### src/rtl/rfid_inventory_frame_dedup_defines.svh
// Assertion helpers shared by the dedup block.
`ifndef RFID_INVENTORY_FRAME_DEDUP_DEFINES_SVH
`define RFID_INVENTORY_FRAME_DEDUP_DEFINES_SVH

// Same-cycle implication, disabled while in reset
`define RFDD_ASSERT_NOW(lbl, ante, cons) \
  lbl: assert property (@(posedge clk) disable iff (!rst_n) (ante) |-> (cons)) \
    else $error("rfdd assertion failed");

// Next-cycle implication, disabled while in reset
`define RFDD_ASSERT_NXT(lbl, ante, cons) \
  lbl: assert property (@(posedge clk) disable iff (!rst_n) (ante) |=> (cons)) \
    else $error("rfdd assertion failed");

`endif

### src/rtl/rfdd_pkg.sv
package rfdd_pkg;

  localparam int MAX_TAGS    = 64;
  localparam int FRAME_BYTES = 24;
  localparam int EPC_FIRST   = 8;
  localparam int EPC_BYTES   = 12;
  localparam int END_POS     = 23;
  localparam int EPC_W       = 8 * EPC_BYTES;
  localparam int ADDR_W      = (MAX_TAGS > 1) ? $clog2(MAX_TAGS) : 1;
  localparam int CNT_W       = $clog2(MAX_TAGS + 1);
  localparam int QDEPTH      = 4;
  localparam int QPTR_W      = $clog2(QDEPTH);
  localparam int QCNT_W      = $clog2(QDEPTH + 1);

  localparam logic [7:0] HDR_START = 8'hBB;
  localparam logic [7:0] HDR_TYPE  = 8'h02;
  localparam logic [7:0] HDR_CMD   = 8'h22;
  localparam logic [7:0] END_MARK  = 8'h7E;

  localparam logic KIND_BYTE  = 1'b0;
  localparam logic KIND_CLEAR = 1'b1;

  // Command passed from the front end to the lookup engine
  typedef struct packed {
    logic             clr;
    logic [EPC_W-1:0] epc;
  } rfdd_cmd_t;

endpackage

### src/rtl/rfdd_front.sv
module rfdd_front (
  input  logic               clk,
  input  logic               rst_n,
  input  logic               acc,
  input  logic               kind,
  input  logic [7:0]         data_byte,
  output logic               push,
  output rfdd_pkg::rfdd_cmd_t cmd
);
  import rfdd_pkg::*;

  logic [7:0] win_r [FRAME_BYTES];
  logic [7:0] win_sh [FRAME_BYTES];
  logic       frame_hit;

  always_comb begin
    for (int k = 0; k < FRAME_BYTES - 1; k++) begin
      win_sh[k] = win_r[k + 1];
    end
    win_sh[FRAME_BYTES - 1] = data_byte;
  end

  always_comb begin
    frame_hit = (win_sh[0] == HDR_START) && (win_sh[1] == HDR_TYPE) &&
                (win_sh[2] == HDR_CMD) && (win_sh[END_POS] == END_MARK);
    for (int k = 0; k < EPC_BYTES; k++) begin
      if (win_sh[EPC_FIRST + k] == END_MARK) begin
        frame_hit = 1'b0;
      end
    end
  end

  always_comb begin
    cmd.clr = (kind == KIND_CLEAR);
    for (int k = 0; k < EPC_BYTES; k++) begin
      cmd.epc[EPC_W - 1 - 8 * k -: 8] = win_sh[EPC_FIRST + k];
    end
  end

  assign push = acc && ((kind == KIND_CLEAR) || frame_hit);

  always_ff @(posedge clk) begin
    if (!rst_n) begin
      for (int k = 0; k < FRAME_BYTES; k++) begin
        win_r[k] <= 8'h00;
      end
    end else if (acc) begin
      for (int k = 0; k < FRAME_BYTES; k++) begin
        win_r[k] <= (kind == KIND_CLEAR) ? 8'h00 : win_sh[k];
      end
    end
  end

endmodule

### config.mk
export PLATFORM = sky130hd
export DESIGN_NAME = rfdd_front
export DESIGN_NICKNAME = d
export VERILOG_FILES = /design/src/rtl/rfid_inventory_frame_dedup_defines.svh /design/src/rtl/rfdd_pkg.sv /design/src/rtl/rfdd_front.sv
export SDC_FILE = /design/constraint.sdc
export NUM_CORES = 1
export LEC_CHECK = 0
export BUFFER_PORTS_ARGS = -buffer_cell sky130_fd_sc_hd__clkbuf_2
export CAP_MARGIN = 20
export CORE_ASPECT_RATIO = 2
export CORE_UTILIZATION = 55
export DETAILED_ROUTE_END_ITERATION = 7
export PLACE_DENSITY = 0.77
export SETUP_SLACK_MARGIN = 0.05
export SLEW_MARGIN = 10
export SYNTH_ARGS = -nofsm -noshare
export SYNTH_HDL_FRONTEND = slang
export SYNTH_SLANG_ARGS = --single-unit
### constraint.sdc
create_clock -name clk -period 16 [get_ports clk]
set_input_delay 2.4 -clock clk [delete_from_list [all_inputs] [get_ports clk]]
set_output_delay 2.4 -clock clk [all_outputs]
set_load 0.02 [all_outputs]
# Word level (Yosys, flattened, before mapping)
# Memory sizes are Yosys's and may differ from the RTL's.
# Index checks and enable logic that the tools add are counted.
# W data, S select, Z words.
[totals] reg_bits=0 latchBits=0 ramBits=192 romBits=0 in_bits=12 out_inout_bits=98 wordCells=110 n_memories=1
[classes] add_sub_neg=0 mul=0 n_div=0 n_lt_le_gt_ge=0 eq_ne=16 shifts=0 n_mux=64 bitwise_logic=24 n_reduce_logical=5
[mem_list] memory="win_r" depth=24 width=8 rd=23 rd_clocked_by_memory_dff=0 wr=24 line_no="rfdd_front.sv:12" source="logic [7:0] win_r [FRAME_BYTES];"
[ops] cell="$mux W8" count=48
[ops] cell="$eq A8 B7 Y1 const B" count=13
[ops] cell="$or A1 B1 Y1" count=24
[ops] cell="$mux W1" count=16
[ops] cell="$eq A8 B2 Y1 const B" count=1
[ops] cell="$eq A8 B6 Y1 const B" count=1
[ops] cell="$eq A8 B8 Y1 const B" count=1
[ops] cell="$logic_and A1 B1 Y1" count=4
[ops] cell="$logic_or A1 B1 Y1" count=1

# Depth between registers and ports, before layout
# Gate-level depths: netlist of run 1.
[logic_depth] depth_word=18 depth_mapped=5 mapped_depth_nobuf=5

# Least setup slack after synthesis of run 1
# Ideal clock, no wire load.
[synth_timing] kind="input to register" start="input acc" end="memory win_r[12][4], in the netlist win_r[0][100], enable pin" setup_ns=0.577 t_arrival_ns=7.075 t_required_ns=15.423 path_slack_ns=8.348 path_stages=2 n_path_buf=1 cell_sequence="clkbuf_1 nand2b_1"
[synth_lines] item="start: declaration" line_no="rfdd_front.sv:4" source="input logic acc,"
[synth_lines] item="end: declaration" line_no="rfdd_front.sv:12"

# Final worst setup path of run 1
[layout_timing] start="input data_byte[6]" end="output push"
[layout_between] elab_chain_cells=16
[layout_rtl] item="start: declaration" line_no="rfdd_front.sv:6" source="input logic [7:0] data_byte,"
[layout_rtl] item="$eq A8 B7 Y1" line_no="rfdd_front.sv:25" source="(win_sh[2] == HDR_CMD) && (win_sh[END_POS] == END_MARK);"
[layout_rtl] item="$logic_and A1 B1 Y1" line_no="rfdd_front.sv:25"
[layout_rtl] item="$mux W1 (12 in series)" line_no="rfdd_front.sv:27" source="if (win_sh[EPC_FIRST + k] == END_MARK) begin"
[layout_rtl] item="$logic_or A1 B1 Y1" line_no="rfdd_front.sv:40" source="assign push = acc && ((kind == KIND_CLEAR) || frame_hit);"
[layout_rtl] item="$logic_and A1 B1 Y1" line_no="rfdd_front.sv:40"
[layout_rtl] item="end: declaration" line_no="rfdd_front.sv:7" source="output logic push,"
# Every way passes these cells.

==> impl_metrics.env, run 1 <==
export IMPL_fin_nets=567
export IMPL_grt_pass1_wl_microns=22100
export IMPL_timing_rr_end="win_r[0][94]$_SDFFCE_PP0P_"
export IMPL_gp_congestion=0.803
export IMPL_ioPinCount=110
export IMPL_ys_warn_count=0
export IMPL_setup_tns_ps=0
export IMPL_ant_nets=0
export IMPL_drt_iter0_drc=324
export IMPL_synth_compound_area_share_pct=0.110
export IMPL_ys_ff_latch=184
export IMPL_yosysTopAreaCellShare_pct=69.7
export IMPL_skew_ps=8.28
export IMPL_synth_top_family_by_area="simple AND/OR/NAND/NOR gates"
export IMPL_avgSynthCellArea_sq_um=14.3
export IMPL_avgRoutedWirePerCell_microns=19.4
export IMPL_diodes=0
export IMPL_synthesis_nets=566
export IMPL_timing_slew_headroom_pct=35.4
export IMPL_die_area_sq_mm=0.0149
export IMPL_grt_overflow=0
export IMPL_synth_fa_ha_area_share_pct=0
export IMPL_cts_htree_levels=4
export IMPL_synth_distinct_cells=19
export IMPL_ctsResizeCount=0
export IMPL_numPortBuffers=109
export IMPL_final_cell_mix="edfxtp_1 (184), and3_1 (136), clkbuf_2 (109)"
export IMPL_post_dp_hpwl_microns=9390
export IMPL_cts_sinks=184
export IMPL_arrival_ps=4020
export IMPL_synth_simple_area_share_pct=19.4
export IMPL_drive_gt1_share_pct=26.1
export IMPL_hold_path_class="reg -> reg"
export IMPL_synth_xor_xnor_area_share_pct=0
export IMPL_cts_tree="done"
export IMPL_start_util_pct=56.8
export IMPL_worstSetupPathType="in -> out"
export IMPL_path_max_fanout=2
export IMPL_clk_latency_ps=430
export IMPL_min_path_cells=1
export IMPL_max_clock_path_buffers=2
export IMPL_ff2ff_setup_slack_ps=15060
export IMPL_coreArea_sq_mm=0.0140
export IMPL_largest_register_ff_count=184
export IMPL_p_leak_nw=3.83
export IMPL_r2r_start="win_r[0][102]$_SDFFCE_PP0P_"
export IMPL_vdd_drop_max_mv=0.109
export IMPL_ys_seq_area_share_pct=69.7
export IMPL_area_delta_synth_final_pct=7.30
export IMPL_via_per_inst=5.62
export IMPL_muxShareOfSynthArea_pct=0
export IMPL_fp_dieW_microns=86.9
export IMPL_vias=4255
export IMPL_endpoint_kind="output port"
export IMPL_numCtsBuffers=17
export IMPL_cts_setup_buffers=0
export IMPL_nFillCells=1045
export IMPL_grt_use_total_pct=20.6
export IMPL_grt_max_degree=139
export IMPL_chipHeight_microns=172
export IMPL_finalWirelength_microns=14700
export IMPL_final_core_util_pct=60.9
export IMPL_top_regs="win_r: 184 flops"
export IMPL_layout_cells_most_common="edfxtp_1"
export IMPL_path_clk_slew_ps=70
export IMPL_largest_register="win_r"
export IMPL_critical_path_startpoint_type="input port"
export IMPL_finalWorstSetupSlack_ps=9580
export IMPL_worst_slew_pin_slew_ps=968
export IMPL_hold_violations=0
export IMPL_synth_area_leaders="edfxtp_1 (70%), and3_1 (11%), buf_4 (9.2%)"
export IMPL_syn_cell_area_sq_mm=0.00793
export IMPL_pre_cts_ws_ps=9580
export IMPL_rsz0062_at_grt="false"
export IMPL_cts_root_buf="clkbuf_16"
export IMPL_drtPass1Iterations=5
export IMPL_synth_top_cell_by_area="edfxtp_1"
export IMPL_fmax_ghz=0.156
export IMPL_cp_required_ps=13600
export IMPL_fin_crit_ps=6420
export IMPL_std_cell_rows=61
export IMPL_rr_worst_depth=1
export IMPL_drc=0
export IMPL_ctsHoldBuffers=0
export IMPL_cellPowerDensity_mw_per_mm2=124
export IMPL_min_period_over_period_pct=40.1
export IMPL_hp_start="win_r[0][176]$_SDFFCE_PP0P_"
export IMPL_synth_cells=554
export IMPL_setup_violations_final=0
export IMPL_hold_path_end="win_r[0][168]$_SDFFCE_PP0P_"
export IMPL_antenna_found_initial=0
export IMPL_fin_worst_hold_slack_ps=515
export IMPL_grt_pass1_vias=4116
export IMPL_outcome="finished clean"
export IMPL_report_final_slew_viol_count=0
export IMPL_drv_cap=0
-- how the worst max path moves through the flow --
| stage | start | end | slack (ps) | cells after the start |
|---|---|---|---|---|
| floorplan | acc | win_r[0][100]$_SDFFCE_PP0P_ | 8350 | 2 |
| global placement | data_byte[6] | push | 9580 | 6 |
| detailed placement | data_byte[6] | push | 9580 | 6 |
| CTS | data_byte[6] | push | 9570 | 6 |
| global route | data_byte[7] | push | 9520 | 6 |
| finish | data_byte[6] | push | 9580 | 6 |
-- Yosys cell counts (all sizes together) --
cell    number
nand2        1
and3       136
nor2b        2
nand4        1
nand2b       1
and2        48
a41oi        1
nor4bb       2
edfxtp     184
or4bb        1
nand4b      26
or4          1
nor2        12
nor4         5
buf         98
clkbuf      34
nor4b        1
-- power by group --
group,internal (mW),total [mW],switching (mW),leakage (nW)
combinational,0.0173,0.0601,0.0428,1.51
clock,0.234,0.418,0.184,0.280
sequential,0.558,0.576,0.0172,2.04
-- per-layer routing --
layer  part of all wire (%)  vias to the layer above  GRT usage [%]
met4                    3.3                        0           10.7
met5                      0                        -              0
met2                     56                      145           35.6
met1                     37                     2127           24.1
met3                    4.1                       30           3.89
li1                       -                     1953              -
-- area by class of cell --
type / count / area (sq um) / area share (%)
multi-input cells: 238 / 1560 / 18.3
clock inverters: 15 / 168 / 1.97
well taps: 189 / 236 / 2.78
repair buffers: 114 / 596 / 7.00
flip-flops and latches: 184 / 5530 / 64.9
clock buffers: 17 / 425 / 5.00
-- critical path: stages --
cell	delay, ps
clkbuf_2	80
or4bb_1	480
nor4_2	510
a41oi_1	200
nor2b_1	150
clkbuf_2	180
-- through the flow --
step / total power, mW / instance area [sq um] / cells
after floorplan: 0.639 / 7930 / 554
after global placement: 0.643 / 7900 / 724
after detailed placement: 0.646 / 7900 / 724
after CTS: 1.06 / 8490 / 756
after global routing: 1.09 / 8510 / 757
final: 1.05 / 8510 / 757
-- cells by family after synthesis --
family                 Yosys count
buffers and inverters          132
and+or+nand+nor                237
AOI/OAI and AO/OA                1
DFF                            184
(Power assumes the default switching activity.)
==> run 2, diff against run 1 <==
- CORE_UTILIZATION: 55 -> 52
- PLACE_DENSITY: 0.77 -> 0.76
- clock period: 16 -> 5.7 ns (I/O delays scaled with it)
==> run 2 against run 1 <==
  * Non-clock buffer count unchanged
  * First-iteration DRC count shrank 4.6%
  * Clock skew grew 4.6 ps
  * Flip-flop and latch count unchanged
  * Via count decreased by 0.96%
  * Wire length decreased by 2.6%
  * Global-route usage down 1.4 points
  * Critical path depth unchanged
  * Combinational power grew to 2.8 times the previous value
  * Worst hold slack about the same
  * Sequential share of layout area hardly changed
  * Clock-buffer cell count unchanged
  * Critical path type unchanged
==> impl_metrics.env, run 2 (same netlist as run 1, synthesis figures left out) <==
export IMPL_path_clk_slew_ps=70
export IMPL_diodes=0
export IMPL_clk_latency_ps=420
export IMPL_drtPass1Iterations=4
export IMPL_drc=0
export IMPL_worstSetupEndpoint="push"
export IMPL_vias=4214
export IMPL_crit_buf_inv=2
export IMPL_largest_register="win_r"
export IMPL_vdd_drop_max_mv=0.210
export IMPL_dpl_cell_count=730
export IMPL_slowest_stage="or4bb_1"
export IMPL_ctsHoldBuffers=0
export IMPL_worst_slew_pin_slew_ps=958
export IMPL_outcome="finished clean"
export IMPL_numCtsBuffers=17
export IMPL_final_core_util_pct=57.1
export IMPL_largest_register_ff_count=184
export IMPL_cts_htree_levels=4
export IMPL_drt_iter0_drc=309
export IMPL_cp_top_family="simple AND/OR/NAND/NOR gates"
export IMPL_gp_congestion=0.771
export IMPL_via_per_inst=5.52
export IMPL_fmax_ghz=0.309
export IMPL_setup_tns_ps=0
export IMPL_register_area_sq_mm=0.00553
export IMPL_drive_gt1_share_pct=26.1
export IMPL_drv_cap=0
export IMPL_cellPowerDensity_mw_per_mm2=339
export IMPL_path_max_fanout=2
export IMPL_critical_path_startpoint_type="input port"
export IMPL_cts_sinks=184
export IMPL_ctsResizeCount=0
export IMPL_finalWorstSetupSlack_ps=2460
export IMPL_finalWirelength_microns=14300
export IMPL_power_mw=2.88
export IMPL_worstSetupPathType="in -> out"
export IMPL_hold_path_class="reg -> reg"
export IMPL_area_delta_synth_final_pct=7.22
export IMPL_rsz0062_at_grt="false"
export IMPL_cts_tree="done"
export IMPL_pre_cts_ws_ps=2420
export IMPL_nFillCells=1170
export IMPL_max_clock_path_buffers=2
export IMPL_grt_overflow=0
export IMPL_ff2ff_setup_slack_ps=4760
export IMPL_hold_violations=0
export IMPL_stdcell_count=763
export IMPL_timing_rr_end="win_r[0][67]$_SDFFCE_PP0P_"
export IMPL_report_final_slew_viol_count=0
export IMPL_multi_input_area_sq_mm=0.00156
export IMPL_grt_pass1_wl_microns=22000
export IMPL_layout_cells_most_common="edfxtp_1"
export IMPL_coreArea_sq_mm=0.0149
export IMPL_grt_max_degree=138
export IMPL_crit_top_cell="clkbuf_2"
export IMPL_cpPeakStageDelay_ps=540
export IMPL_avgRoutedWirePerCell_microns=18.7
export IMPL_grt_use_total_pct=19.2
export IMPL_final_cell_mix="edfxtp_1 (184), and3_1 (136), clkbuf_2 (109)"
export IMPL_crit_chain="clkbuf_2 -> or4bb_1 -> nor4_2 -> a41oi_1 -> nor2b_1 -> clkbuf_2"
export IMPL_ant_nets=0
export IMPL_cts_setup_buffers=0
export IMPL_fp_dieW_microns=89.3
export IMPL_min_period_over_period_pct=56.8
export IMPL_setup_violations_final=0
export IMPL_arrival_ps=2380
export IMPL_die_area_sq_mm=0.0158
export IMPL_grt_pass1_vias=4106
export IMPL_skew_ps=12.8
export IMPL_post_dp_hpwl_microns=9050
export IMPL_std_cell_rows=63
export IMPL_worstSetupStartpoint="data_byte[6]"
export IMPL_hp_start="win_r[0][186]$_SDFFCE_PP0P_"
export IMPL_endpoint_kind="output port"
export IMPL_antenna_found_initial=0
export IMPL_fin_nets=567
export IMPL_chipHeight_microns=177
export IMPL_r2r_start="win_r[0][75]$_SDFFCE_PP0P_"
export IMPL_cts_root_buf="clkbuf_16"
export IMPL_timing_slew_headroom_pct=36.1
export IMPL_cp_required_ps=4850
export IMPL_rr_worst_depth=1
export IMPL_start_util_pct=53.2
export IMPL_top_regs="win_r: 184 flops"
export IMPL_numPortBuffers=109
export IMPL_path_depth=6
export IMPL_p_leak_nw=3.84
export IMPL_fin_crit_ps=3240
export IMPL_ioPinCount=110
-- run 2: cell types whose count changed in the layout (fill, tap and decap cells not counted) --
| cell | change |
|---|---|
| clkinv_4 | +3 |
| clkinvlp_4 | -3 |
| bufinv_16 | -2 |
| inv_8 | +2 |
| buf_16 | +1 |
| buf_4 | -1 |
-- run 2: worst min-delay path by stage --
stage                                  end  slack (ps)  cells after the start
2_1_floorplan  win_r[0][160]$_SDFFCE_PP0P_         500                      1
3_3_place_gp   win_r[0][178]$_SDFFCE_PP0P_         500                      1
3_5_place_dp   win_r[0][164]$_SDFFCE_PP0P_         510                      1
4_1_cts        win_r[0][178]$_SDFFCE_PP0P_         520                      1
5_1_grt        win_r[0][161]$_SDFFCE_PP0P_         530                      1
6_report       win_r[0][178]$_SDFFCE_PP0P_         520                      1
-- run 2: report_power, final --
group / internal, mW / switching [mW]
registers: 1.57 / 0.0465
logic: 0.0502 / 0.120
clock network: 0.577 / 0.523
-- run 2: routing by layer --
layer  global-route usage (%)  routed length (microns)
met2                     33.1                     7980
met4                     7.67                      240
met1                     23.2                     5630
met5                        0                        0
met3                     3.68                      421
-- run 2: cell type report --
cell class,count,share of cell area (%)
sequential,184,65.0
multi-input combinational,238,18.4
timing repair buffer,114,7.24
clock buffer,17,5.00
tap,195,2.87
clock inverter,15,1.57
-- run 2: per-stage QoR --
step / hold WS (ps) / cell area (sq um)
2_1_floorplan: 497 / 7940
3_3_place_gp: 500 / 7920
3_5_place_dp: 507 / 7920
4_1_cts: 522 / 8480
5_1_grt: 533 / 8510
6_report: 515 / 8510
