File: src/rtl/rfid_inventory_frame_dedup_defines.svh
// Assertion helpers shared by the dedup block.
`ifndef RFID_INVENTORY_FRAME_DEDUP_DEFINES_SVH
`define RFID_INVENTORY_FRAME_DEDUP_DEFINES_SVH

// Same-cycle implication, disabled while in reset
`define RFDD_ASSERT_NOW(lbl, ante, cons) \
  lbl: assert property (@(posedge clk) disable iff (!rst_n) (ante) |-> (cons)) \
    else $error("rfdd assertion failed");

// Next-cycle implication, disabled while in reset
`define RFDD_ASSERT_NXT(lbl, ante, cons) \
  lbl: assert property (@(posedge clk) disable iff (!rst_n) (ante) |=> (cons)) \
    else $error("rfdd assertion failed");

`endif

File: src/rtl/rfdd_pkg.sv
package rfdd_pkg;

  localparam int MAX_TAGS    = 64;
  localparam int FRAME_BYTES = 24;
  localparam int EPC_FIRST   = 8;
  localparam int EPC_BYTES   = 12;
  localparam int END_POS     = 23;
  localparam int EPC_W       = 8 * EPC_BYTES;
  localparam int ADDR_W      = (MAX_TAGS > 1) ? $clog2(MAX_TAGS) : 1;
  localparam int CNT_W       = $clog2(MAX_TAGS + 1);
  localparam int QDEPTH      = 4;
  localparam int QPTR_W      = $clog2(QDEPTH);
  localparam int QCNT_W      = $clog2(QDEPTH + 1);

  localparam logic [7:0] HDR_START = 8'hBB;
  localparam logic [7:0] HDR_TYPE  = 8'h02;
  localparam logic [7:0] HDR_CMD   = 8'h22;
  localparam logic [7:0] END_MARK  = 8'h7E;

  localparam logic KIND_BYTE  = 1'b0;
  localparam logic KIND_CLEAR = 1'b1;

  // Command passed from the front end to the lookup engine
  typedef struct packed {
    logic             clr;
    logic [EPC_W-1:0] epc;
  } rfdd_cmd_t;

endpackage

File: src/rtl/rfdd_queue.sv
module rfdd_queue (
  input  logic                clk,
  input  logic                rst_n,
  input  logic                push,
  input  rfdd_pkg::rfdd_cmd_t wr_cmd,
  output logic                full,
  input  logic                pop,
  output rfdd_pkg::rfdd_cmd_t rd_cmd,
  output logic                empty
);
  import rfdd_pkg::*;

  rfdd_cmd_t          ent_r [QDEPTH];
  logic [QPTR_W-1:0]  wp_r, wp_nxt;
  logic [QPTR_W-1:0]  rp_r, rp_nxt;
  logic [QCNT_W-1:0]  cnt_r, cnt_nxt;
  logic               do_push, do_pop;

  assign full    = (cnt_r == QCNT_W'(QDEPTH));
  assign empty   = (cnt_r == '0);
  assign do_push = push && !full;
  assign do_pop  = pop && !empty;
  assign rd_cmd  = ent_r[rp_r];

  always_comb begin
    wp_nxt  = wp_r;
    rp_nxt  = rp_r;
    cnt_nxt = cnt_r;
    if (do_push) begin
      wp_nxt = (wp_r == QPTR_W'(QDEPTH - 1)) ? '0 : wp_r + 1'b1;
    end
    if (do_pop) begin
      rp_nxt = (rp_r == QPTR_W'(QDEPTH - 1)) ? '0 : rp_r + 1'b1;
    end
    case ({do_push, do_pop})
      2'b10:   cnt_nxt = cnt_r + 1'b1;
      2'b01:   cnt_nxt = cnt_r - 1'b1;
      default: cnt_nxt = cnt_r;
    endcase
  end

  always_ff @(posedge clk) begin
    if (!rst_n) begin
      wp_r  <= '0;
      rp_r  <= '0;
      cnt_r <= '0;
    end else begin
      wp_r  <= wp_nxt;
      rp_r  <= rp_nxt;
      cnt_r <= cnt_nxt;
    end
  end

  always_ff @(posedge clk) begin
    if (do_push) begin
      ent_r[wp_r] <= wr_cmd;
    end
  end

endmodule

File: config.mk
export PLATFORM = sky130hd
export DESIGN_NAME = rfdd_queue
export DESIGN_NICKNAME = d
export VERILOG_FILES = /design/src/rtl/rfid_inventory_frame_dedup_defines.svh /design/src/rtl/rfdd_pkg.sv /design/src/rtl/rfdd_queue.sv
export SDC_FILE = /design/constraint.sdc
export NUM_CORES = 1
export LEC_CHECK = 0
export ABC_AREA = 1
export BUFFER_PORTS_ARGS = -buffer_cell sky130_fd_sc_hd__buf_2
export CAP_MARGIN = 20
export CORE_MARGIN = 2
export CORE_UTILIZATION = 35
export DETAILED_ROUTE_END_ITERATION = 10
export GPL_ROUTABILITY_DRIVEN = 0
export SLEW_MARGIN = 25
export SYNTH_ARGS = -nofsm -noshare
export SYNTH_HDL_FRONTEND = slang
export SYNTH_SLANG_ARGS = --single-unit
export TNS_END_PERCENT = 30
File: constraint.sdc
create_clock -name clk -period 4.9 [get_ports clk]
set_clock_uncertainty 0.05 [all_clocks]
set_input_delay 0.49 -clock clk [delete_from_list [all_inputs] [get_ports clk]]
set_output_delay 0.49 -clock clk [all_outputs]
set_load 0.005 [all_outputs]
---- Yosys cells after proc, flatten, opt, wreduce, memory -nomap -nowiden ----
Memories as Yosys holds them, arrays and structs flattened. A register that Yosys moved wholly into a read port is not among the register bits.
Index checks and enable logic that the tools add are counted.
storage, ports and cells
  memory bits (writable) .................. 388
  memory bits (read-only) ................. 0
  output and inout port bits .............. 99
  bits of input ports ..................... 101
  word-level logic and storage cells ...... 26
  memories kept ........................... 1
  latch bits .............................. 0
  bits in registers ....................... 7
memory list
  name   words  bits a word  rd ports  clocked after Yosys merged registers in  wr ports  line              RTL
  ent_r  4      97           1         1                                        1         rfdd_queue.sv:13  rfdd_cmd_t ent_r [QDEPTH];
operators by class
  mux-type cells .......................... 7
  div/mod/pow operators ................... 0
  bitwise operators ....................... 0
  reduce and logical (&&, ||, !) cells .... 6
  equality and inequality tests ........... 5
  add/subtract/negate cells ............... 4
  $mul .................................... 0
  order comparisons ....................... 0
  shift operators ......................... 0
operator list
  operator                                              count
  2-to-1 mux 2 bit                                      4
  equality test 2 bit (second input constant)           3
  one-hot mux 3 bit (2 select lines)                    1
  adder 2 x 1 -> 2 bit (second input constant)          2
  adder 3 x 1 -> 3 bit (second input constant)          1
  equality test 3 bit (second input constant)           1
  logical NOT 3 bit                                     1
  subtractor 3 x 1 -> 3 bit (second input constant)     1
  equality test 2 x 1 -> 1 bit (second input constant)  1
  logical AND 1 bit                                     2
  logical NOT 1 bit                                     2
  2-to-1 mux 1 bit                                      2
  nonzero test 2 bit                                    1

---- Depth between registers and ports, before layout ----
Gate-level depths: netlist of run 1.
  depth after elaboration ................. 5
  depth in mapped cells ................... 13
  gate-level depth less buffers ........... 13

---- Least setup slack after synthesis of run 1 ----
No wires, ideal clock.
  kind .................................... register -> register
  from .................................... register cnt_r[0]
  to ...................................... memory ent_r[0][0] (netlist name), enable pin
  clock period less this slack ............ 5.337 ns
  data required time ...................... 4.296 ns
  path slack .............................. -0.437 ns
  stages on the path, launching flop included .. 5
  setup time .............................. 0.554 ns
  path buffers ............................ 0
  arrival ................................. 4.734 ns
  cells stage by stage .................... dfxtp_1 -> inv_1 -> nand3_1 -> nand2_1 -> nor2_1
between the ends
  word-level cells in the longest chain between the ends .. 5
ends and longest elaborated chain
  item                                    line              RTL
  start: declaration                      rfdd_queue.sv:16  logic [QCNT_W-1:0] cnt_r, cnt_nxt;
  start signal: assignment                rfdd_queue.sv:50  cnt_r <= cnt_nxt;
  equality test 3 bit                     rfdd_queue.sv:19  assign full = (cnt_r == QCNT_W'(QDEPTH));
  logical NOT 1 bit                       rfdd_queue.sv:21  assign do_push = push && !full;
  logical AND 1 bit                       rfdd_queue.sv:21
  2-to-1 mux 1 bit                        rfdd_queue.sv:55  if (do_push) begin
  2-to-1 mux 1 bit (not written as such)  rfdd_queue.sv:56  ent_r[wp_r] <= wr_cmd;
  end: declaration                        rfdd_queue.sv:13
No other way between the ends.

==> run_results.csv, run 1 <==
group,metric,value,unit
worst_setup_path,slowest_stage,"clkinv_2",
global_routing,grt_pass1_wl,49.5,mm
min_path,whs_path_depth,1,
timing,max_freq,307,MHz
logic_synthesis,yosysUniqueCellTypes,21,
global_routing,grt_start_max_net_pins,101,
power_and_ir_drop,p_switching,2820,uW
timing,setup_slack,1.64,ns
floorplan,design.core.area,41900,sq um
min_path,hold_end,"ent_r[2][79]$_DFFE_PP_",
drt,vias_per_cell,4.95,
global_routing,antenna_found_initial,6,
worst_setup_path,path_cells,"clkinv_2 > buf_4 > o21ai_1 > o22ai_1 > buf_2",
floorplan,rows,75,
timing,rsz0062_at_grt,"false",
timing,tns,0,ns
clocking,cts_root_buf,"clkbuf_16",
drt,drtPass1Iterations,5,
global_routing,grt-ovfl-total,0,
layout,seqCellArea,11800,sq um
clocking,cts_resized,0,
power_and_ir_drop,p_leak,0.00615,uW
logic_synthesis,synth_ff_type,"edfxtp_1",
clocking,cts_buffer_depth,3,
worst_setup_path,start_kind,"flop",
layout,nFillCells,3842,
layout,multiInputGateArea,2600,sq um
logic_synthesis,postSynthAreaPerCell,14.7,sq um
layout,syn_to_final_growth,19.2,%
min_path,hold_class,"in2reg",
clocking,cts_tree,"yes",
logic_synthesis,synth_edf_count,388,
floorplan,die_h,210,um
drt,wl_per_cell,18.5,um
worst_setup_path,rr_endpoint,"ent_r[0][64]$_DFFE_PP_",
drt,drt_iter0_drc,585,
drt,wirelength,32.8,mm
worst_setup_path,crit_type,"reg2out",
power_and_ir_drop,power_frac_seq,44.0,%
placed_design,pre_cts_ws,2.11,ns
clocking,cts_sinks,397,
placed_design,port_buffers,199,
run_status,outcome,"finished, final reports clean",
logic_synthesis,synth.most_common_cell,"edfxtp_1",
power_and_ir_drop,p_total,9530,uW
logic_synthesis,syn_inst,1007,
logic_synthesis,synth_top_area_cell,"edfxtp_1",
global_routing,grt_usage,14.6,%
timing,tightest_slew,0.939,ns
clocking,path_clk_slew,0.06,ns
power_and_ir_drop,switching_share,29.6,%
worst_setup_path,slowest_delay,0.68,ns
floorplan,design.portCount,200,
worst_setup_path,worstPathRequired,4.36,ns
logic_synthesis,syn_nets,1115,
logic_synthesis,ys_seq_area_share,79.7,%
placed_design,dp_hpwl,17.7,mm
worst_setup_path,crit_fanout,51,
logic_synthesis,syn-cell-area,14800,sq um
drt,drc_errors,0,
drt,vias,8785,
floorplan,die_width,210,um
logic_synthesis,synth_top_cell_area_share,78.5,%
timing,hold_violations,0,
floorplan,start_util,35.4,%
layout,final_cells,1776,
power_and_ir_drop,p_per_area,538,nW/um^2
clocking,htreeDepth,2,
power_and_ir_drop,vdd_drop_max,359,uV
logic_synthesis,async_flop_share,0,%
logic_synthesis,synth.top_cells.by_count,"edfxtp_1 (388), nor2_1 (204), o21ai_0 (133)",
timing,slew_violations,0,
worst_setup_path,ff2ff_setup_slack,2.27,ns
layout,fin_util,42.2,%
placed_design,dpl.cell_count,1695,
run,maxCapViolCount,0,
power_and_ir_drop,p_int,6710,uW
layout,fin_nets,1309,
drt,ant_nets,0,
timing,finalCritPeriodShare,66.4,%
worst_setup_path,arrival,2.72,ns
clocking,post_cts.repair.setup_buffers,0,
floorplan,die_area,44100,sq um
timing,relSlewSlack,37.3,%
worst_setup_path,r2r_cells,5,
global_routing,grt_pass1_vias,8692,
logic_synthesis,synth_seq_cells,397,
logic_synthesis,synth_area_leaders,"edfxtp_1 (78%), nor2_1 (5.2%), o21ai_0 (4.5%)",
clocking,clk_latency,0.57,ns
logic_synthesis,ys_warn_count,0,
timing,min_period,3.26,ns
timing,finalSetupViolations,0,
clocking,cts_buffers,43,
power_and_ir_drop,pwr-share-clk,32.5,%
worst_setup_path,endpoint_kind,"primary output",
layout,drive_above_1_share,22.7,%
clocking,ctsHoldBuffers,0,
worst_setup_path,r2r_start,"cnt_r[0]$_SDFFE_PN0P_",
min_path,hold_start,"wr_cmd[79]",
power_and_ir_drop,p_comb_share,23.4,%
## cell usage in the layout, fill, tap and decap left out
master and count:
edfxtp_1 388, nor2_1 200, buf_2 199, o21ai_0 133
o22ai_1 97, o21ai_1 63, clkbuf_16 45, inv_1 17
clkbuf_1 12, clkinv_2 10, nand2_1 10, dfxtp_1 7
buf_4 7, nand3_1 6, a21oi_1 6, ha_1 6
clkinv_1 6, buf_12 5, nor2_4 4, diode_2 3
bufinv_16 3, dfxtp_4 2, clkinvlp_4 2, inv_6 1
or2_2 1, nand3b_1 1, nand4_1 1, fa_1 1
clkinv_4 1
## state kept, by name (all words and copies together), names as in the netlist, named ones only
name and count:
cnt_r 3, rp_r 2, wp_r 2, ent_r 388
## power by group through the flow
stage	Combinational (uW)	Sequential, uW	Clock [uW]
final	2230	4190	3100
after global routing	2500	4230	3320
after global placement	2260	4260	0
after CTS	2290	4200	3180
after floorplan	1370	4250	0
after detailed placement	2280	4270	0
## critical path: cells and delay by family (launching register included)
kind | cells | cell delay (ns)
compound gates | 2 | 0.23
buf+inv | 3 | 1.36
flops | 1 | 0.51
## worst max-delay path by stage
| stage | from | endpoint | slack, ns | cells past startpoint |
|---|---|---|---|---|
| finish | flop | rd_cmd[37] | 1.64 | 5 |
| floorplan | cnt_r[0]$_SDFFE_PN0P_ | ent_r[0][0]$_DFFE_PP_ | -0.44 | 4 |
| global route | flop | rd_cmd[88] | 1.34 | 5 |
| detailed placement | flop | rd_cmd[37] | 2.11 | 5 |
| CTS | flop | rd_cmd[37] | 1.49 | 5 |
| global placement | flop | rd_cmd[37] | 2.12 | 5 |
## cells by family (layout without fill, tap and decap cells)
logic type	Yosys count	count (layout)	share of synthesized area [%]
fa+ha+maj	7	7	0.641
flops	397	397	79.7
other cells	0	3	0
buf+inv	81	308	3.01
compound gates	299	299	10.9
simple gates	223	223	5.75
## cell type report
type | count | area share (%)
Sequential cell | 397 | 66.9
Multi-Input combinational cell | 529 | 14.7
Clock buffer | 57 | 6.62
Timing Repair Buffer | 211 | 6.49
Tap cell | 539 | 3.81
Clock inverter | 21 | 1.03
Inverter | 19 | 0.438
Antenna cell | 3 | 0.0424
## per-layer routing
metal  vias up  share of wire, %  global-route usage (%)
li1       4196                 -                       -
met1      4302                44                    19.3
met5         -              0.15                       0
met3        54               7.5                    4.63
met4         8               2.2                    5.04
met2       225                46                    22.9
## stage by stage
step                      instance area, sq um  hold slack [ns]
final                                    17700           0.0921
after global routing                     17700           0.0605
after CTS                                17700           0.0565
after detailed placement                 16300            0.469
after global placement                   16300            0.453
after floorplan                          14800            0.433
(Power assumes the default switching activity.)
==> run 2, diff against run 1 <==
==> constraint.sdc (replaced) <==
create_clock -name clk -period 3.1 [get_ports clk]
set_clock_uncertainty 0.05 [all_clocks]
set_input_delay 0.31 -clock clk [delete_from_list [all_inputs] [get_ports clk]]
set_output_delay 0.31 -clock clk [all_outputs]
set_load 0.005 [all_outputs]
==> run 2 against run 1 <==
Critical path depth shrank 1. Combinational power grew 67%. Highest routed layer unchanged. Sequential power grew 58%. Non-clock buffer count up 101. Cell area increased by 6.8%. Via count rose by 4.7%. Sequential share of layout area shrank 4.2 points.
==> run_results.csv, run 2 (synthesis gave the netlist of run 1 again) <==
group,metric,value,unit
run_status,outcome,"finished, final reports clean",
floorplan,die_area,44100,sq um
power_and_ir_drop,p_per_area,825,nW/um^2
clocking,htreeDepth,2,
clocking,cts_buffers,43,
drt,drtPass1Iterations,4,
layout,nFillCells,3679,
layout,largest-register,"ent_r",
timing,hold_violations,0,
run,maxCapViolCount,0,
timing,tns,0,ns
layout,fin_nets,1410,
layout,final_cell_mix,"edfxtp_1 (388), nor2_1 (200), buf_2 (199)",
drt,ant_nets,0,
placed_design,pre_cts_ws,0.931,ns
global_routing,antenna_found_initial,6,
clocking,cts_sinks,397,
clocking,clk_latency,0.55,ns
placed_design,port_buffers,199,
worst_setup_path,start_kind,"flop",
worst_setup_path,crit_fanout,60,
floorplan,rows,75,
clocking,path_clk_slew,0.06,ns
global_routing,grt_pass1_vias,9319,
layout,fin_util,45.0,%
layout,syn_to_final_growth,27.3,%
layout,design_area,18900,sq um
placed_design,place_area,16400,sq um
clocking,cts_tree,"yes",
timing,tightest_slew,0.666,ns
floorplan,start_util,35.4,%
drt,drc_errors,0,
drt,wl_per_cell,18.0,um
timing,max_freq,379,MHz
drt,wirelength,33.7,mm
clocking,cts_buffer_depth,3,
timing,finalSetupViolations,0,
floorplan,die_width,210,um
drt,vias,9195,
placed_design,dp_hpwl,17.6,mm
clocking,post_cts.repair.setup_buffers,0,
layout,top_regs,"ent_r: 388 flops, cnt_r: 3 flops",
worst_setup_path,crit_type,"reg2out",
global_routing,grt_pass1_wl,52.0,mm
layout,drive_above_1_share,21.6,%
layout,final_common_cell,"edfxtp_1",
layout,largest_reg_flops,388,
worst_setup_path,endpoint_kind,"primary output",
worst_setup_path,arrival,2.28,ns
global_routing,grt-ovfl-total,0,
drt,vias_per_cell,4.90,
timing,relSlewSlack,55.6,%
timing,min_period,2.64,ns
power_and_ir_drop,vdd_drop_max,619,uV
timing,rsz0062_at_grt,"false",
timing,slew_violations,0,
clocking,cts_root_buf,"clkbuf_16",
floorplan,die_h,210,um
timing,setup_slack,0.463,ns
floorplan,design.core.area,41900,sq um
drt,drt_iter0_drc,536,
power_and_ir_drop,p_leak,0.00666,uW
floorplan,design.portCount,200,
min_path,hold_class,"in2reg",
worst_setup_path,worstPathRequired,2.74,ns
timing,finalCritPeriodShare,85.1,%
global_routing,grt_usage,15.3,%
global_routing,grt_start_max_net_pins,111,
==> run 2: cell types whose count changed in the layout (fill, tap and decap cells not counted), sizes merged <==
cell         change
inv              +1
dlygate4sd3     +98
bufinv           +3
clkbuf           -2
buf              +3
clkinvlp         -2
==> run 2: per-stage QoR <==
| stage | total power (uW) | hold WS, ns | cells |
|---|---|---|---|
| 6_report | 15600 | 0.0403 | 1877 |
| 3_5_place_dp | 10400 | 0.475 | 1698 |
| 3_3_place_gp | 10400 | 0.462 | 1698 |
| 5_1_grt | 16400 | 0.0558 | 1875 |
| 4_1_cts | 15800 | 0.00681 | 1874 |
| 2_1_floorplan | 8850 | 0.359 | 1007 |
==> run 2: what timing repair did <==
| item | in CTS | in global routing |
|---|---|---|
| gates resized for setup | 0 | 0 |
| hold buffers | 98 | 0 |
| hold endpoints to repair | 395 | 0 |
| setup endpoints to repair | 0 | 0 |
==> run 2: worst max-delay path: stages (launching register included) <==
cell,delay [ns]
dfxtp_4,0.54
buf_4,0.54
o21ai_0,0.18
o22ai_1,0.25
buf_2,0.16
==> run 2: layout make-up <==
| class | count | area, sq um | area share [%] |
|---|---|---|---|
| inverters | 19 | 77.6 | 0.411 |
| clock inverters | 23 | 278 | 1.47 |
| clock buffers | 55 | 1180 | 6.26 |
| repair buffers | 312 | 2240 | 11.9 |
| well taps | 539 | 674 | 3.57 |
| flip-flops and latches | 397 | 11800 | 62.7 |
| diodes | 3 | 7.51 | 0.0397 |
| multi-input cells | 529 | 2600 | 13.7 |
==> run 2: power breakdown <==
group,switching [uW],internal [uW],leakage [uW],total (uW)
sequential,175,6450,0.00364,6620
combinational,2340,1400,0.00230,3730
clock,2030,3200,0.000719,5230
==> run 2: path summary, 6_finish.rpt <==
path	from	end	slack [ns]	depth (start not counted)
setup / recovery	flop	rd_cmd[91]	0.46	4
hold / removal	push	wp_r[0]$_SDFFE_PN0P_	0.04	3
setup reg to reg	cnt_r[0]$_SDFFE_PN0P_	cnt_r[2]$_SDFFE_PN0P_	0.93	12
hold reg to reg	rp_r[1]$_SDFFE_PN0N_	flop	0.47	2
==> run 2: metal layers <==
| metal | vias up | wire (um) | GRT usage, % |
|---|---|---|---|
| li1 | 4409 | - | - |
| met1 | 4519 | 14700 | 19.4 |
| met2 | 213 | 16400 | 25.5 |
| met3 | 50 | 1980 | 3.90 |
| met4 | 4 | 708 | 5.23 |
| met5 | - | 25 | 0 |
==> run 3, diff against run 2 <==
--- a/config.mk
+++ b/config.mk
@@ -10,6 +10,7 @@
 export CAP_MARGIN = 20
 export CORE_MARGIN = 2
 export CORE_UTILIZATION = 35
+export CTS_CLUSTER_DIAMETER = 150
 export DETAILED_ROUTE_END_ITERATION = 10
 export GPL_ROUTABILITY_DRIVEN = 0
 export SLEW_MARGIN = 25
==> constraint.sdc (replaced) <==
create_clock -name clk -period 2.7 [get_ports clk]
set_clock_uncertainty 0.05 [all_clocks]
set_input_delay 0.27 -clock clk [delete_from_list [all_inputs] [get_ports clk]]
set_output_delay 0.27 -clock clk [all_outputs]
set_load 0.005 [all_outputs]
==> run 3 against run 2 <==
Highest routed layer unchanged. Combinational power rose by 16%. Critical path depth did not move. Non-clock buffer count rose by 12. Critical endpoint is now rd_cmd[36]. Cell area barely moved. Sequential share of layout area fell by 0.054 points.
==> run_results.csv, run 3 (synthesis gave the netlist of run 1 again) <==
group,metric,value,unit
run_status,outcome,"finished, final reports clean",
timing,relSlewSlack,62.2,%
timing,rsz0062_at_grt,"false",
global_routing,grt_pass1_wl,52.2,mm
global_routing,antenna_found_initial,4,
floorplan,design.core.area,41900,sq um
timing,setup_slack,0.160,ns
drt,wl_per_cell,17.9,um
clocking,cts_tree,"yes",
clocking,cts_buffer_depth,3,
floorplan,rows,75,
global_routing,grt_pass1_vias,9316,
global_routing,grt-ovfl-total,0,
layout,final_cell_mix,"edfxtp_1 (388), nor2_1 (200), buf_2 (199)",
min_path,hold_class,"in2reg",
drt,wirelength,33.8,mm
layout,largest_reg_flops,388,
run,maxCapViolCount,0,
placed_design,port_buffers,199,
layout,syn_to_final_growth,27.4,%
timing,max_freq,394,MHz
clocking,clk_latency,0.55,ns
floorplan,design.portCount,200,
global_routing,grt_start_max_net_pins,107,
worst_setup_path,crit_type,"reg2out",
timing,slew_violations,0,
worst_setup_path,endpoint_kind,"primary output",
drt,drc_errors,0,
layout,largest-register,"ent_r",
placed_design,pre_cts_ws,0.530,ns
global_routing,grt_usage,15.3,%
layout,final_common_cell,"edfxtp_1",
worst_setup_path,worstPathRequired,2.38,ns
timing,tightest_slew,0.567,ns
layout,top_regs,"ent_r: 388 flops, cnt_r: 3 flops",
power_and_ir_drop,p_per_area,931,nW/um^2
layout,fin_nets,1422,
power_and_ir_drop,vdd_drop_max,606,uV
timing,finalSetupViolations,0,
layout,drive_above_1_share,21.9,%
power_and_ir_drop,p_leak,0.00667,uW
timing,min_period,2.54,ns
floorplan,die_width,210,um
drt,drtPass1Iterations,4,
clocking,path_clk_slew,0.05,ns
clocking,htreeDepth,2,
clocking,cts_root_buf,"clkbuf_16",
clocking,cts_buffers,43,
floorplan,die_area,44100,sq um
timing,hold_violations,0,
floorplan,start_util,35.4,%
timing,finalCritPeriodShare,94.1,%
worst_setup_path,crit_fanout,41,
worst_setup_path,start_kind,"flop",
clocking,cts_sinks,397,
drt,ant_nets,0,
drt,drt_iter0_drc,607,
layout,fin_util,45.1,%
drt,vias_per_cell,4.88,
clocking,post_cts.repair.setup_buffers,0,
worst_setup_path,arrival,2.22,ns
floorplan,die_h,210,um
placed_design,dp_hpwl,18.5,mm
drt,vias,9222,
## run 3: cell types whose count changed in the layout (fill, tap and decap cells not counted), sizes merged
cell	previous run	this run
buf	214	224
bufinv	6	3
clkbuf	55	53
clkinv	17	19
clkinvlp	0	2
dlygate4sd3	98	100
inv	19	20
## run 3: what timing repair did
action,4_1_cts,5_1_grt
hold buffers,100,0
endpoints found under the setup margin,0,1
endpoints found under the hold margin,397,0
gates resized for setup,0,1
## run 3: worst paths after layout
kind / from / endpoint / slack, ns / cells after the start
worst max-delay path: flop / rd_cmd[36] / 0.16 / 4
worst min-delay path: pop / flop / 0.05 / 4
worst max register to register: cnt_r[0]$_SDFFE_PN0P_ / cnt_r[2]$_SDFFE_PN0P_ / 0.53 / 12
worst min register to register: rp_r[1]$_SDFFE_PN0N_ / flop / 0.49 / 2
## run 3: final cells by class
| type | count | area [sq um] |
|---|---|---|
| Antenna cell | 3 | 7.51 |
| Clock buffer | 53 | 1160 |
| Clock inverter | 25 | 210 |
| Fill cell | 3703 | 23000 |
| Inverter | 19 | 77.6 |
| Multi-Input combinational cell | 529 | 2600 |
| Sequential cell | 397 | 11800 |
| Tap cell | 539 | 674 |
| Timing Repair Buffer | 324 | 2350 |
## run 3: report_power, final
group / switching (uW) / internal [uW] / leakage, uW
registers: 211 / 7400 / 0.00364
logic: 2690 / 1650 / 0.00237
clock network: 2320 / 3340 / 0.000668
total: 5230 / 12400 / 0.00667
## run 3: metal layers
layer / share of wire (%) / track usage, % / vias up
li1: - / - / 4423
met3: 6.4 / 3.84 / 57
met5: 0.033 / 0 / -
met2: 47 / 24.9 / 240
met4: 2.4 / 5.58 / 2
met1: 44 / 19.9 / 4500
## run 3: stage by stage
stage	power, uW	hold slack [ns]	cell area [sq um]	TNS (ns)	std cells
final	17600	0.0466	18900	0	1889
after global placement	12000	0.435	16500	0	1708
after CTS	17900	0.0133	18900	0	1886
after detailed placement	12100	0.436	16500	0	1708
after floorplan	10200	0.319	14900	-407.42	1007
after global routing	18600	0.0439	18900	0	1887
## run 3: worst max-delay path, cell delays in order (launching register included)
cell     delay, ns
dfxtp_4       0.71
buf_4         0.41
o21ai_0       0.18
o22ai_1       0.21
buf_2         0.15
